**config.mk**
```make
export PLATFORM = sky130hd
export DESIGN_NAME = radix_conversion_to_ascii_top
export DESIGN_NICKNAME = d
export VERILOG_FILES = /design/src/rcta_pkg.sv /design/src/rcta_ram.sv /design/src/rcta_div.sv /design/src/radix_conversion_to_ascii_top.sv
export VERILOG_INCLUDE_DIRS = /design/src /design/src/src
export SDC_FILE = /design/constraint.sdc
export NUM_CORES = 1
export LEC_CHECK = 0
export BUFFER_PORTS_ARGS = -buffer_cell sky130_fd_sc_hd__buf_2
export CAP_MARGIN = 30
export CORE_MARGIN = 2
export CORE_UTILIZATION = 30
export DETAILED_ROUTE_END_ITERATION = 7
export HOLD_SLACK_MARGIN = 0.02
export MAX_ROUTING_LAYER = met4
export SETUP_SLACK_MARGIN = 0.5
export SYNTH_ARGS = -nofsm -noshare
export SYNTH_HDL_FRONTEND = slang
export SYNTH_HIERARCHICAL = 1
export SYNTH_SLANG_ARGS = --single-unit
```
**constraint.sdc**
```tcl
create_clock -name clk -period 9.5 [get_ports clk]
set_input_delay 0.475 -clock clk [delete_from_list [all_inputs] [get_ports clk]]
set_output_delay 0.475 -clock clk [all_outputs]
set_load 0.01 [all_outputs]
```
**src/radix_conversion_to_ascii_top_macros.svh**
```systemverilog
// assertion macros shared by the rtl
// each macro expects clk and arst_n in the enclosing module
`ifndef RADIX_CONVERSION_TO_ASCII_TOP_MACROS_SVH
`define RADIX_CONVERSION_TO_ASCII_TOP_MACROS_SVH

`ifndef SYNTHESIS

`define RCTA_ASSERT_IMP(name, ante, cons) \
	name: assert property (@(posedge clk) disable iff (!arst_n) (ante) |-> (cons)) \
		else $error("rcta assertion failed");

`define RCTA_ASSERT_NXT(name, ante, cons) \
	name: assert property (@(posedge clk) disable iff (!arst_n) (ante) |=> (cons)) \
		else $error("rcta assertion failed");

`else

`define RCTA_ASSERT_IMP(name, ante, cons)

`define RCTA_ASSERT_NXT(name, ante, cons)

`endif

`endif

```
**src/rcta_pkg.sv**
```systemverilog
`timescale 1ns / 1ps

package rcta_pkg;

	localparam int VALUE_W       = 64;
	localparam int RADIX_W       = 8;
	localparam int SYM_W         = 8;
	localparam int DIGIT_W       = 6;
	localparam int IN_TDATA_W    = 72;
	localparam int BITS_PER_STEP = 4;

	localparam logic [RADIX_W-1:0] RADIX_MIN = 8'd2;
	localparam logic [RADIX_W-1:0] RADIX_MAX = 8'd36;

	localparam logic [SYM_W-1:0] SYM_ZERO   = 8'h30;
	localparam logic [SYM_W-1:0] SYM_ALPHA  = 8'h37;
	localparam logic [SYM_W-1:0] SYM_NONE   = 8'h00;

	typedef logic [DIGIT_W-1:0] digit_t;

	// digit value to ascii, 0-9 then A-Z
	function automatic logic [SYM_W-1:0] sym_of(input digit_t d);
		logic [SYM_W-1:0] r;
		if (d < 6'd10) begin
			r = SYM_ZERO + {2'b00, d};
		end else if (d < 6'd36) begin
			r = SYM_ALPHA + {2'b00, d};
		end else begin
			r = SYM_NONE;
		end
		return r;
	endfunction

endpackage

```
**src/rcta_ram.sv**
```systemverilog
`timescale 1ns / 1ps

module rcta_ram #(
	parameter int WIDTH = 6,
	parameter int DEPTH = 64
) (
	input  logic                     clk,
	input  logic                     we,
	input  logic [$clog2(DEPTH)-1:0] waddr,
	input  logic [WIDTH-1:0]         wdata,
	input  logic                     re,
	input  logic [$clog2(DEPTH)-1:0] raddr,
	output logic [WIDTH-1:0]         rdata
);

	logic [WIDTH-1:0] mem_q [DEPTH];
	logic [WIDTH-1:0] rdata_q;

	always_ff @(posedge clk) begin
		if (we) begin
			mem_q[waddr] <= wdata;
		end
		if (re) begin
			rdata_q <= mem_q[raddr];
		end
	end

	assign rdata = rdata_q;

endmodule

```
**src/rcta_div.sv**
```systemverilog
`timescale 1ns / 1ps
`include "radix_conversion_to_ascii_top_macros.svh"

module rcta_div
	import rcta_pkg::*;
(
	input  logic               clk,
	input  logic               arst_n,
	input  logic               start,
	input  logic [VALUE_W-1:0] dividend,
	input  digit_t             divisor,
	output logic               done,
	output logic [VALUE_W-1:0] quotient,
	output digit_t             remainder
);

	localparam int STEPS = VALUE_W / BITS_PER_STEP;
	localparam int CNT_W = $clog2(STEPS);

	logic [VALUE_W-1:0] quo_q;
	logic [VALUE_W-1:0] quo_nx;
	digit_t             rem_q;
	digit_t             rem_nx;
	digit_t             dvs_q;
	logic [CNT_W-1:0]   cnt_q;
	logic               busy_q;
	logic               done_q;
	logic               last_step;

	// restoring division, BITS_PER_STEP quotient bits per cycle while busy
	always_comb begin
		logic [DIGIT_W:0]   t;
		logic [VALUE_W-1:0] q;
		digit_t             r;
		q = quo_q;
		r = rem_q;
		for (int i = 0; i < BITS_PER_STEP; i++) begin
			t = {r, q[VALUE_W-1]};
			q = {q[VALUE_W-2:0], 1'b0};
			if (t >= {1'b0, dvs_q}) begin
				t = t - {1'b0, dvs_q};
				q[0] = 1'b1;
			end
			r = t[DIGIT_W-1:0];
		end
		quo_nx = q;
		rem_nx = r;
	end

	assign last_step = (cnt_q == CNT_W'(STEPS - 1));

	always_ff @(posedge clk or negedge arst_n) begin
		if (!arst_n) begin
			busy_q <= 1'b0;
			done_q <= 1'b0;
			cnt_q  <= '0;
		end else begin
			done_q <= busy_q && last_step;
			if (start) begin
				busy_q <= 1'b1;
				cnt_q  <= '0;
			end else if (busy_q) begin
				cnt_q <= cnt_q + 1'b1;
				if (last_step) begin
					busy_q <= 1'b0;
				end
			end
		end
	end

	always_ff @(posedge clk) begin
		if (start) begin
			quo_q <= dividend;
			rem_q <= '0;
			dvs_q <= divisor;
		end else if (busy_q) begin
			quo_q <= quo_nx;
			rem_q <= rem_nx;
		end
	end

	assign done      = done_q;
	assign quotient  = quo_q;
	assign remainder = rem_q;

	`RCTA_ASSERT_NXT(a_start_busy, start, busy_q)
	`RCTA_ASSERT_IMP(a_start_idle, start, !busy_q)
	`RCTA_ASSERT_IMP(a_rem_range, done_q, rem_q < dvs_q)

endmodule

```
**src/radix_conversion_to_ascii_top.sv**
```systemverilog
// radix conversion to ascii
// input stream s_*: one transaction carries a 64-bit unsigned value and a base.
// output stream m_*: one transaction per digit, most significant digit first,
// ascii 0-9 then A-Z in m_tdata; m_tlast marks the final digit of a value.
// a base outside 2..36 gives a single transaction with m_tuser = 1,
// m_tdata = 0 and m_tlast = 1. a value of zero gives the single digit '0'.
// timing: digits come from a shared divider that retires 4 quotient bits a
// cycle; the digits are kept in a small ram and read back in reverse, each
// through a ram read state and then an output state. a bad base goes from
// idle to a bad state that loads its single transaction into the output
// register. s_tready is low from acceptance until the final digit has been
// loaded into the output register.
// a stalled receiver holds the output register; readout waits for it.
// reset clears all control state; the digit ram needs no clearing.
`timescale 1ns / 1ps
`include "radix_conversion_to_ascii_top_macros.svh"

module radix_conversion_to_ascii_top
	import rcta_pkg::*;
#(
	parameter int MAX_DIGITS = 64
) (
	input  logic                  clk,
	input  logic                  arst_n,
	input  logic                  s_tvalid,
	output logic                  s_tready,
	input  logic [IN_TDATA_W-1:0] s_tdata,   // value[63:0], radix[71:64]
	output logic                  m_tvalid,
	input  logic                  m_tready,
	output logic [SYM_W-1:0]      m_tdata,   // symbol[7:0]
	output logic                  m_tlast,
	output logic                  m_tuser    // bad_radix
);

	localparam int AW = $clog2(MAX_DIGITS);
	localparam int CW = $clog2(MAX_DIGITS + 1);

	localparam logic [2:0] ST_IDLE = 3'd0;
	localparam logic [2:0] ST_DIV  = 3'd1;
	localparam logic [2:0] ST_RD   = 3'd2;
	localparam logic [2:0] ST_OUT  = 3'd3;
	localparam logic [2:0] ST_BAD  = 3'd4;

	logic [2:0]         state_q;
	logic [CW-1:0]      cnt_q;
	logic [CW-1:0]      cnt_inc;
	logic [AW-1:0]      rd_idx_q;
	digit_t             radix_q;

	logic [VALUE_W-1:0] in_value;
	logic [RADIX_W-1:0] in_radix;
	logic               in_fire;
	logic               radix_ok;
	logic               more;

	logic               div_start;
	logic [VALUE_W-1:0] div_dividend;
	digit_t             div_divisor;
	logic               div_done;
	logic [VALUE_W-1:0] div_quo;
	digit_t             div_rem;

	logic               ram_we;
	logic               ram_re;
	digit_t             ram_rdata;

	logic               out_free;
	logic               out_load;
	logic               m_tvalid_q;
	logic [SYM_W-1:0]   m_tdata_q;
	logic               m_tlast_q;
	logic               m_tuser_q;

	assign in_value = s_tdata[VALUE_W-1:0];
	assign in_radix = s_tdata[VALUE_W +: RADIX_W];
	assign s_tready = (state_q == ST_IDLE);
	assign in_fire  = s_tvalid && s_tready;
	assign radix_ok = (in_radix >= RADIX_MIN) && (in_radix <= RADIX_MAX);

	assign cnt_inc = cnt_q + 1'b1;
	assign more    = (div_quo != '0) && (cnt_inc < CW'(MAX_DIGITS));

	assign div_start    = (in_fire && radix_ok) || ((state_q == ST_DIV) && div_done && more);
	assign div_dividend = (state_q == ST_IDLE) ? in_value : div_quo;
	assign div_divisor  = (state_q == ST_IDLE) ? in_radix[DIGIT_W-1:0] : radix_q;

	assign ram_we = (state_q == ST_DIV) && div_done;
	assign ram_re = (state_q == ST_RD);

	assign out_free = !m_tvalid_q || m_tready;
	assign out_load = ((state_q == ST_OUT) || (state_q == ST_BAD)) && out_free;

	rcta_div u_div (
		.clk       (clk),
		.arst_n    (arst_n),
		.start     (div_start),
		.dividend  (div_dividend),
		.divisor   (div_divisor),
		.done      (div_done),
		.quotient  (div_quo),
		.remainder (div_rem)
	);

	rcta_ram #(
		.WIDTH (DIGIT_W),
		.DEPTH (MAX_DIGITS)
	) u_ram (
		.clk   (clk),
		.we    (ram_we),
		.waddr (cnt_q[AW-1:0]),
		.wdata (div_rem),
		.re    (ram_re),
		.raddr (rd_idx_q),
		.rdata (ram_rdata)
	);

	always_ff @(posedge clk or negedge arst_n) begin
		if (!arst_n) begin
			state_q  <= ST_IDLE;
			cnt_q    <= '0;
			rd_idx_q <= '0;
			radix_q  <= '0;
		end else begin
			case (state_q)
				ST_IDLE: begin
					if (in_fire) begin
						cnt_q   <= '0;
						radix_q <= in_radix[DIGIT_W-1:0];
						state_q <= radix_ok ? ST_DIV : ST_BAD;
					end
				end
				ST_DIV: begin
					if (div_done) begin
						cnt_q <= cnt_inc;
						if (!more) begin
							rd_idx_q <= cnt_q[AW-1:0];
							state_q  <= ST_RD;
						end
					end
				end
				ST_RD: begin
					state_q <= ST_OUT;
				end
				ST_OUT: begin
					if (out_free) begin
						if (rd_idx_q == '0) begin
							state_q <= ST_IDLE;
						end else begin
							rd_idx_q <= rd_idx_q - 1'b1;
							state_q  <= ST_RD;
						end
					end
				end
				ST_BAD: begin
					if (out_free) begin
						state_q <= ST_IDLE;
					end
				end
				default: begin
					state_q <= ST_IDLE;
				end
			endcase
		end
	end

	always_ff @(posedge clk or negedge arst_n) begin
		if (!arst_n) begin
			m_tvalid_q <= 1'b0;
		end else if (out_load) begin
			m_tvalid_q <= 1'b1;
		end else if (m_tready) begin
			m_tvalid_q <= 1'b0;
		end
	end

	always_ff @(posedge clk) begin
		if (out_load) begin
			m_tdata_q <= (state_q == ST_BAD) ? SYM_NONE : sym_of(ram_rdata);
			m_tlast_q <= (state_q == ST_BAD) || (rd_idx_q == '0);
			m_tuser_q <= (state_q == ST_BAD);
		end
	end

	assign m_tvalid = m_tvalid_q;
	assign m_tdata  = m_tdata_q;
	assign m_tlast  = m_tlast_q;
	assign m_tuser  = m_tuser_q;

	`RCTA_ASSERT_NXT(a_busy_after_accept, in_fire, !s_tready)
	`RCTA_ASSERT_IMP(a_bad_single, m_tvalid && m_tuser, m_tlast && (m_tdata == SYM_NONE))
	`RCTA_ASSERT_IMP(a_cnt_range, state_q == ST_DIV, cnt_q < CW'(MAX_DIGITS))

endmodule

```
# Word level (Yosys, flattened, before mapping)
# Memories as Yosys holds them, arrays and structs flattened. A register that Yosys moved wholly into a read port is not among the register bits.
# Cells that the tools add are included.
totals:
  output_inout_bits: 12
  wordCells: 109
  inputBits: 76
  latch_bits: 0
  mem_bits_ro: 0
  mem_bits_rw: 384
  reg_bits: 115
  mem_count: 1
classes:
  n_div: 0
  muxes: 39
  n_addsub: 9
  bitwise_logic: 0
  shifts: 0
  order_cmp: 9
  mul: 0
  n_reduce_logical: 25
  eq_ne: 12
memory_table:
  columns: ["name", "depth", "word_bits", "rd", "rd_clocked_by_memory_dff", "write_ports", "line_no", "source"]
  rows:
  - ["u_ram.mem_q", 64, 6, 1, 1, 1, "rcta_ram.sv:16", "logic [WIDTH-1:0] mem_q [DEPTH];"]
ops:
  columns: ["operator", "n"]
  rows:
  - ["64-bit two-way mux", 3]
  - ["64-bit nonzero test", 1]
  - ["6-bit two-way mux", 9]
  - ["7-bit by 6-bit >= comparator with 1-bit output", 4]
  - ["7-bit two-way mux", 4]
  - ["6-bit subtractor", 4]
  - ["3-bit two-way mux", 6]
  - ["3-bit one-hot mux with 5 select lines", 1]
  - ["6-bit by 6-bit adder with 7-bit output, first input constant", 2]
  - ["7-bit one-hot mux with 2 select lines", 1]
  - ["6-bit one-hot mux with 2 select lines", 1]
  - ["1-bit two-way mux", 11]
  - ["2-bit inequality test, second input constant", 5]
  - ["5-bit AND reduction", 2]
  - ["8-bit by 2-bit >= comparator with 1-bit output, second input constant", 1]
  - ["8-bit by 6-bit less-or-equal comparator with 1-bit output, second input constant", 1]
  - ["1-bit logical AND", 8]
  - ["4-bit two-way mux", 2]
  - ["2-bit nonzero test", 4]
  - ["7-bit by 1-bit adder with 7-bit output, second input constant", 1]
  - ["7-bit less-than comparator, second input constant", 1]
  - ["3-bit by 2-bit equality test with 1-bit output, second input constant", 2]
  - ["6-bit zero test", 1]
  - ["6-bit by 4-bit less-than comparator with 1-bit output, second input constant", 1]
  - ["13 further kinds", 18]

# Longest topological paths before layout
# Gate-level depths: netlist of run 1.
logic_depth:
  ltp_word: 10
  mapped_depth: 33
  mapped_depth_nobuf: 32

# Modules after synthesis
# Netlist of run 1, hierarchy kept.
by_module_without_submodules:
  columns: ["mod", "instances", "cells_each", "area_per_inst_um2"]
  rows:
  - ["rcta_ram", 1, 720, 15285.9]
  - ["rcta_div", 1, 403, 4899.7]
  - ["radix_conversion_to_ascii_top", 1, 300, 2871.5]

# Least setup slack after synthesis of run 1
# OpenSTA, ideal clock, no wires.
synth_path:
  path_type: "reg2reg"
  start: "register u_div.rem_q[1], in the netlist u_div/remainder[1]"
  end: "register u_div.quo_q[0], in the netlist u_div/quotient[0] (data pin)"
  synth_period_minus_slack_ps: 8095
  path_buffers: 1
  required_ps: 9229
  t_arrival_ps: 7824
  setup_time_ps: 271
  path_stages_with_launch: 30
  setup_slack_ps: 1405
  cell_sequence: "dfxtp_1 > ha_1 > a21oi_2 > nand2_1 > o21ai_4 > nand2_1 > o21a_1 > ha_1 > nor2b_4 > o31a_1 > o31a_4 > a211oi_4 > nand2_1 > o21ai_0 > inv_1 > ha_1 > a2111oi_0 > o31ai_1 > a21oi_1 > o31a_1 > clkbuf_1 > mux2i_1 > ha_1 > o211ai_1 > a31oi_1 > a311o_1 > a211o_1 > or3_1 > o21ai_1 > o21ai_0"
synth_via:
  elab_chain_cells: 10
  elab_cells_between_ends: 13
  classes_between: "3 x add/sub; 4 x order compare; 6 x mux"
synth_lines:
  columns: ["element", "line_no", "source"]
  rows:
  - ["from (decl)", "rcta_div.sv:22", "digit_t rem_q;"]
  - ["from (signal assigned)", "rcta_div.sv:78", "rem_q <= rem_nx;"]
  - ["6-bit subtractor / 7-bit by 6-bit >= comparator with 1-bit output (equally long branches)", "rcta_div.sv:41, rcta_div.sv:40", null]
  - ["6-bit two-way mux (*)", "rcta_div.sv:40", "if (t >= {1'b0, dvs_q}) begin"]
  - ["6-bit subtractor / 7-bit by 6-bit >= comparator with 1-bit output (equally long branches)", "rcta_div.sv:41, rcta_div.sv:40", null]
  - ["6-bit two-way mux (*)", "rcta_div.sv:40", null]
  - ["6-bit subtractor / 7-bit by 6-bit >= comparator with 1-bit output (equally long branches)", "rcta_div.sv:41, rcta_div.sv:40", null]
  - ["6-bit two-way mux (*)", "rcta_div.sv:40", null]
  - ["7-bit by 6-bit >= comparator with 1-bit output (*)", "rcta_div.sv:40", null]
  - ["1-bit two-way mux (*)", "rcta_div.sv:40", null]
  - ["64-bit two-way mux (*)", "rcta_div.sv:76", "end else if (busy_q) begin"]
  - ["64-bit two-way mux (*)", "rcta_div.sv:72", "if (start) begin"]
  - ["to (signal assigned)", "rcta_div.sv:73", "quo_q <= dividend;"]
  - ["to (signal assigned)", "rcta_div.sv:77", "quo_q <= quo_nx;"]
  - ["to (decl)", "rcta_div.sv:20", "logic [VALUE_W-1:0] quo_q;"]
# Every way passes the cells marked *; elsewhere a longest branch is shown, timed or not. The select of a mux whose other input is x is not followed.
# A chain may end at the register's enable or synchronous reset.

# Worst setup path in the final report of run 1
layout_path:
  start: "register u_div.dvs_q[1]"
  end: "register u_div.quo_q[0], in the netlist u_div/quotient[0] (data pin)"
layout_via:
  elab_chain_cells: 10
  elab_cells_between_ends: 13
  classes_between: "3 x add/sub; 4 x order compare; 6 x mux"
layout_lines:
  columns: ["element", "line_no", "source"]
  rows:
  - ["from (decl)", "rcta_div.sv:24", "digit_t dvs_q;"]
  - ["from (signal assigned)", "rcta_div.sv:75", "dvs_q <= divisor;"]
  - ["6-bit subtractor / 7-bit by 6-bit >= comparator with 1-bit output (equally long branches)", "rcta_div.sv:41, rcta_div.sv:40", null]
  - ["6-bit two-way mux", "rcta_div.sv:40", null]
  - ["6-bit subtractor / 7-bit by 6-bit >= comparator with 1-bit output (equally long branches)", "rcta_div.sv:41, rcta_div.sv:40", null]
  - ["6-bit two-way mux", "rcta_div.sv:40", null]
  - ["6-bit subtractor / 7-bit by 6-bit >= comparator with 1-bit output (equally long branches)", "rcta_div.sv:41, rcta_div.sv:40", null]
  - ["6-bit two-way mux", "rcta_div.sv:40", null]
  - ["7-bit by 6-bit >= comparator with 1-bit output (*)", "rcta_div.sv:40", null]
  - ["1-bit two-way mux (*)", "rcta_div.sv:40", null]
  - ["64-bit two-way mux (*)", "rcta_div.sv:76", null]
  - ["64-bit two-way mux (*)", "rcta_div.sv:72", null]
# Marked as above.

==> flow_summary.toml, run 1 <==
[yosys]
yosys_warnings = 6
synthMuxAreaShare = 0.174
ys_ff_latch = 504
synth_top_family_by_area = "multiplexers"
syn_area_um2 = 23100
syn_area_per_cell_um2 = 16.2
synth.distinct_cells = 90
synth_top_area_frac = 0.611
synthSimpleGateAreaFrac = 0.0667
synth_top_area_cell = "edfxtp_1"
syn_inst = 1423
ys_seq_area_frac = 0.647
async_flop_share = 0.0575
synthTopCellsByArea = "edfxtp_1 (61%), mux4_2 (8.5%), mux2_2 (7.4%)"
synth.net_count = 1535
synth_compound_gate_area_share = 0.0623
synthFlopType = "edfxtp_1"
synthAdderAreaFrac = 0.0208
synth_edf_count = 469
synth-xor-area-share = 0.00608

[cells_and_area]
final_cells = 2581
fin_area_um2 = 26200
layout-drive-gt1-share = 0.293
fill_cells = 7310
nets = 1622
area_growth_pct = 13.7
fin_util = 0.344
final_cell_mix = "edfxtp_1 (469), mux2_2 (152), nor2_1 (107)"
layout_commonest_cell = "edfxtp_1"

[run_status]
status = "finished, final reports clean"

[setup_path]
reg2reg_to = "u_div/quotient[0]$_DFFE_PP_"
crit_required_ps = 9830
cp_max_fo = 10
critPathArrivalTime_ps = 8650
critPathLaunch = "u_div/dvs_q[1]$_DFFE_PP_"
crit_type = "register to register"
reg2reg_from = "u_div/dvs_q[1]$_DFFE_PP_"
cp-end-kind = "register"
slowest_delay_ps = 520
slowest_stage = "edfxtp_1"
timing.critical_path.mode_cell = "ha_1"
crit_end = "u_div/quotient[0]$_DFFE_PP_"
worstRegToRegCells = 30
startpoint_type = "register"
r2r_slack_ps = 1170

[place]
dpl_worst_slack_ps = 787
place_inst = 2486
finalWeightedCongestion = 0.818
portBuffers = 86
place_hpwl_um = 35300
postPlaceCellArea_um2 = 24600

[die]
num_rows = 101
die_height_um = 281
core_region_area_um2 = 76100
initial_core_util = 0.303
die_w_um = 281
die_area_um2 = 79100
io_pins = 88

[global_routing]
grt_overflow = 0
grt_pass1_wl_um = 81500
grt_max_degree = 72
grt_pass1_vias = 13566
antenna_found_initial = 2
grt_util_all_layers = 0.139

[route]
ant_nets = 0
dr.pass1.iters = 5
routed_wl_um = 53700
vias_per_cell = 5.08
num_vias = 13107
routedWlPerCell_um = 20.8
drt_iter0_drc = 877
drc = 0

[clock_tree]
cts_tree = "done"
cts_sinks = 504
htree_levels = 2
clk_latency_ps = 590
cts_buffers = 51
cts_root_buf = "clkbuf_16"
cts_buffer_depth = 3
path_clk_slew_ps = 60

[power_and_ir_drop]
powerDensity_nw_per_um2 = 345
p_leak_nw = 8.37
finalPower_mw = 9.04
vdd.ir_drop.worst_mv = 0.379

[hold_path]
hold_path_class = "input pin to register"
min_from = "s_tdata[64]"

[sta]
fin_crit_sh = 0.876
finClkSkew_ps = 12.4
holdWs_ps = 181
finalHoldViolCount = 0
fmax_ghz = 0.120
fin_ws_ps = 1170
maxSlewViolCount = 0
tightest_slew_ps = 983
rsz0062_at_grt = "false"
setup-violations-final = 0
final.setup.tns_ps = 0
maxSlewHeadroom = 0.340
period_needed_ps = 8330

[job]
max_cap_violations = 0
## worst min-delay path by stage
stage	to	depth (start not counted)	slack (ps)
floorplan	cnt_q[0]$_DFFE_PN0P_	0	180
global placement	radix_q[4]$_DFFE_PN0P_	1	490
detailed placement	radix_q[4]$_DFFE_PN0P_	1	490
CTS	radix_q[0]$_DFFE_PN0P_	2	150
global route	radix_q[0]$_DFFE_PN0P_	2	180
finish	radix_q[0]$_DFFE_PN0P_	2	180
## registers in the layout, indices dropped and copies added, names as in the netlist
register	cells
m_tvalid	1
state_q	3
m_tdata	7
u_div/cnt_q	4
m_tuser	1
u_div/dvs_q	6
u_div/busy_q	1
rd_idx_q	6
cnt_q	7
u_ram/rdata	6
u_div/remainder	6
m_tlast	1
u_div/quotient	64
u_ram/mem_q	384
u_div/done	1
radix_q	6
## logic make-up (layout without fill, tap and decap cells)
family,after synthesis,after routing
XOR/XNOR,16,16
AO/OA/AOI/OAI,192,192
AND/OR/NAND/NOR,307,307
multiplexers,264,264
other,1,3
buffers and inverters,103,229
flip-flops,504,504
adder cells (fa/ha/maj),36,36
## metal layers
layer / wire [um] / share of wire / track usage
met2: 26200 / 0.49 / 0.226
met4: 1390 / 0.026 / 0.0402
met1: 23200 / 0.43 / 0.176
met3: 2940 / 0.055 / 0.0263
met5: 0 / 0 / -
## cell type report
| type | count | area (um^2) | area share |
|---|---|---|---|
| Antenna cell | 2 | 5.00 | 0.000191 |
| Clock buffer | 70 | 1410 | 0.0538 |
| Clock inverter | 22 | 224 | 0.00855 |
| Inverter | 34 | 128 | 0.00487 |
| Multi-Input combinational cell | 816 | 7650 | 0.292 |
| Sequential cell | 504 | 14900 | 0.570 |
| Tap cell | 1030 | 1290 | 0.0492 |
| Timing Repair Buffer | 103 | 561 | 0.0214 |
## report_power, final
part	internal [mW]	switching, mW
Clock	1.14	0.819
Combinational	1.54	2.23
Sequential	3.00	0.298
## critical path: cells and delay by family (launching register included)
family | cells | cell delay (ps)
flops | 1 | 520
buf+inv | 2 | 390
simple gates | 7 | 1460
compound gates | 17 | 4510
fa+ha+maj | 4 | 1200
## synth_stat cells (15+ instances only)
cell type,number
edfxtp_1,469
mux2_2,152
nor2_1,107
mux4_2,87
nand2_1,60
clkbuf_1,33
inv_1,33
ha_1,32
a21oi_1,30
dfrtp_1,29
buf_2,23
o21ai_0,23
nor4_1,22
nand3_1,21
mux2i_1,19
a211oi_1,17
nor2b_1,16
o22ai_1,15
## timing repair
action | CTS | global route
resized for setup | 0 | 3
hold endpoints to repair | 29 | 0
hold buffers | 1 | 0
endpoints found under the setup margin | 0 | 7
setup buffers | 0 | 0
Note: power is estimated with default switching activity, not from simulation.
==> inputs of run 2 (changes only) <==
Settings changed: CTS_BUF_LIST set to sky130_fd_sc_hd__clkbuf_16.
==> run 2 against run 1 <==
Against the previous run: critical path depth unchanged; clock-buffer cell count is 18 lower; utilization fell by 0.053 points; cell area down 0.15%; largest power group unchanged.
==> flow_summary.toml, run 2 (synthesis results as in run 1) <==
[sta]
period_needed_ps = 8330
final.setup.tns_ps = 0
maxSlewViolCount = 0
fmax_ghz = 0.120
setup-violations-final = 0
holdWs_ps = 182
tightest_slew_ps = 1010
rsz0062_at_grt = "false"
finalHoldViolCount = 0
fin_crit_sh = 0.877
maxSlewHeadroom = 0.323
finClkSkew_ps = 14.1

[setup_path]
slowest_stage = "edfxtp_1"
startpoint_type = "register"
crit_type = "register to register"
crit_required_ps = 9830
slowest_delay_ps = 510
critPathArrivalTime_ps = 8660
timing.critical_path.mode_cell = "ha_1"
cp_max_fo = 10
cp-end-kind = "register"

[route]
top_layer_used = "met4"
met2_length_um = 26200
routed_wl_um = 53600
vias_per_cell = 5.07
routedLengthMet1_um = 23000
met3_length_um = 2990
num_vias = 13090
routedWlPerCell_um = 20.8
ant_nets = 0
drt_iter0_drc = 854
dr.pass1.iters = 5
drc = 0

[global_routing]
grt_overflow = 0
grt_util_all_layers = 0.139
grt_max_degree = 72
grt_pass1_vias = 13573
antenna_found_initial = 2
grt_pass1_wl_um = 81600

[die]
num_rows = 101
initial_core_util = 0.303
die_height_um = 281
io_pins = 88
core_region_area_um2 = 76100
die_area_um2 = 79100
die_w_um = 281

[power_and_ir_drop]
vdd.ir_drop.worst_mv = 0.379
pwr-share-clk = 0.213
powerDensity_nw_per_um2 = 344
internal-power_mw = 5.64
netSwitchingPower_mw = 3.35
seqPwrFrac = 0.367
comb_power_share = 0.420
p_leak_nw = 8.41
p_sw_frac = 0.373

[cells_and_area]
layout-drive-gt1-share = 0.291
layout_commonest_cell = "edfxtp_1"
area_growth_pct = 13.5
final_cell_mix = "edfxtp_1 (469), mux2_2 (152), nor2_1 (107)"
nets = 1622
largest-register = "u_ram/mem_q"
fill_cells = 7319
largest_reg_flops = 384

[place]
portBuffers = 86
finalWeightedCongestion = 0.818
place_hpwl_um = 35300

[clock_tree]
cts_buffers = 51
cts_root_buf = "clkbuf_16"
path_clk_slew_ps = 60
htree_levels = 2
cts_buffer_depth = 3
cts_tree = "done"
cts_setup_buffers = 0
clk_latency_ps = 590
cts_sinks = 504

[job]
max_cap_violations = 0

[run_status]
status = "finished, final reports clean"

[hold_path]
hold_path_class = "input pin to register"
-- run 2: cell count changes in the layout (fill, tap and decap cells not counted), sizes merged --
cell / previous run / this run
clkbuf: 70 / 52
inv: 34 / 48
clkinv: 15 / 19
-- run 2: metal layers --
metal,vias to the layer above,global-route usage
li1,5871,-
met1,6762,0.176
met2,362,0.225
met3,95,0.0263
met4,0,0.0402
met5,-,-
-- run 2: critical path: cells and delay by family (launching register included) --
kind	cells	cell delay, ps
and+or+nand+nor	7	1430
adders and majority gates	4	1200
DFF	1	510
buffers and inverters	2	380
AOI/OAI and AO/OA	17	4530
-- run 2: worst paths after layout --
path	start	endpoint	slack [ps]	cells after the start
max	u_div/dvs_q[1]$_DFFE_PP_	u_div/quotient[0]$_DFFE_PP_	1170	30
max in group asynchronous	arst_n	rd_idx_q[1]$_DFFE_PN0P_	8510	2
min reg2reg	radix_q[5]$_DFFE_PN0P_	radix_q[5]$_DFFE_PN0P_	500	1
max reg2reg	u_div/dvs_q[1]$_DFFE_PP_	u_div/quotient[0]$_DFFE_PP_	1170	30
min in group asynchronous	arst_n	u_div/cnt_q[0]$_DFFE_PN0P_	480	2
min	s_tdata[64]	radix_q[0]$_DFFE_PN0P_	180	2
-- run 2: what timing repair did --
action | CTS | global route
hold endpoints to repair | 29 | 0
hold buffers | 1 | 0
resized for setup | 0 | 3
setup endpoints to repair | 0 | 7
-- run 2: final cells by class --
type	instances	area, um^2	share of cell area
Sequential cell	504	14900	0.571
Multi-Input combinational cell	816	7650	0.292
Clock buffer	52	1300	0.0497
Tap cell	1030	1290	0.0492
Timing Repair Buffer	103	561	0.0214
Clock inverter	40	292	0.0111
Inverter	34	128	0.00488
Antenna cell	2	5.00	0.000191
-- run 2: power by group through the flow --
stage / logic (mW) / clock network [mW] / registers (mW)
floorplan: 2.74 / 0 / 3.28
global placement: 3.77 / 0 / 3.35
detailed placement: 3.76 / 0 / 3.35
CTS: 3.78 / 1.96 / 3.30
global route: 4.16 / 2.04 / 3.34
finish: 3.78 / 1.91 / 3.30
-- run 2: through the flow --
stage | setup WS, ps | std cells | total power, mW | instance area (um^2) | util
global placement | 920 | 2486 | 7.12 | 24600 | 0.323
CTS | 781 | 2579 | 9.04 | 26200 | 0.344
detailed placement | 787 | 2486 | 7.11 | 24600 | 0.323
floorplan | 1410 | 1423 | 6.02 | 23100 | -
finish | 1170 | 2581 | 8.99 | 26200 | 0.344
global route | 664 | 2581 | 9.54 | 26200 | 0.344
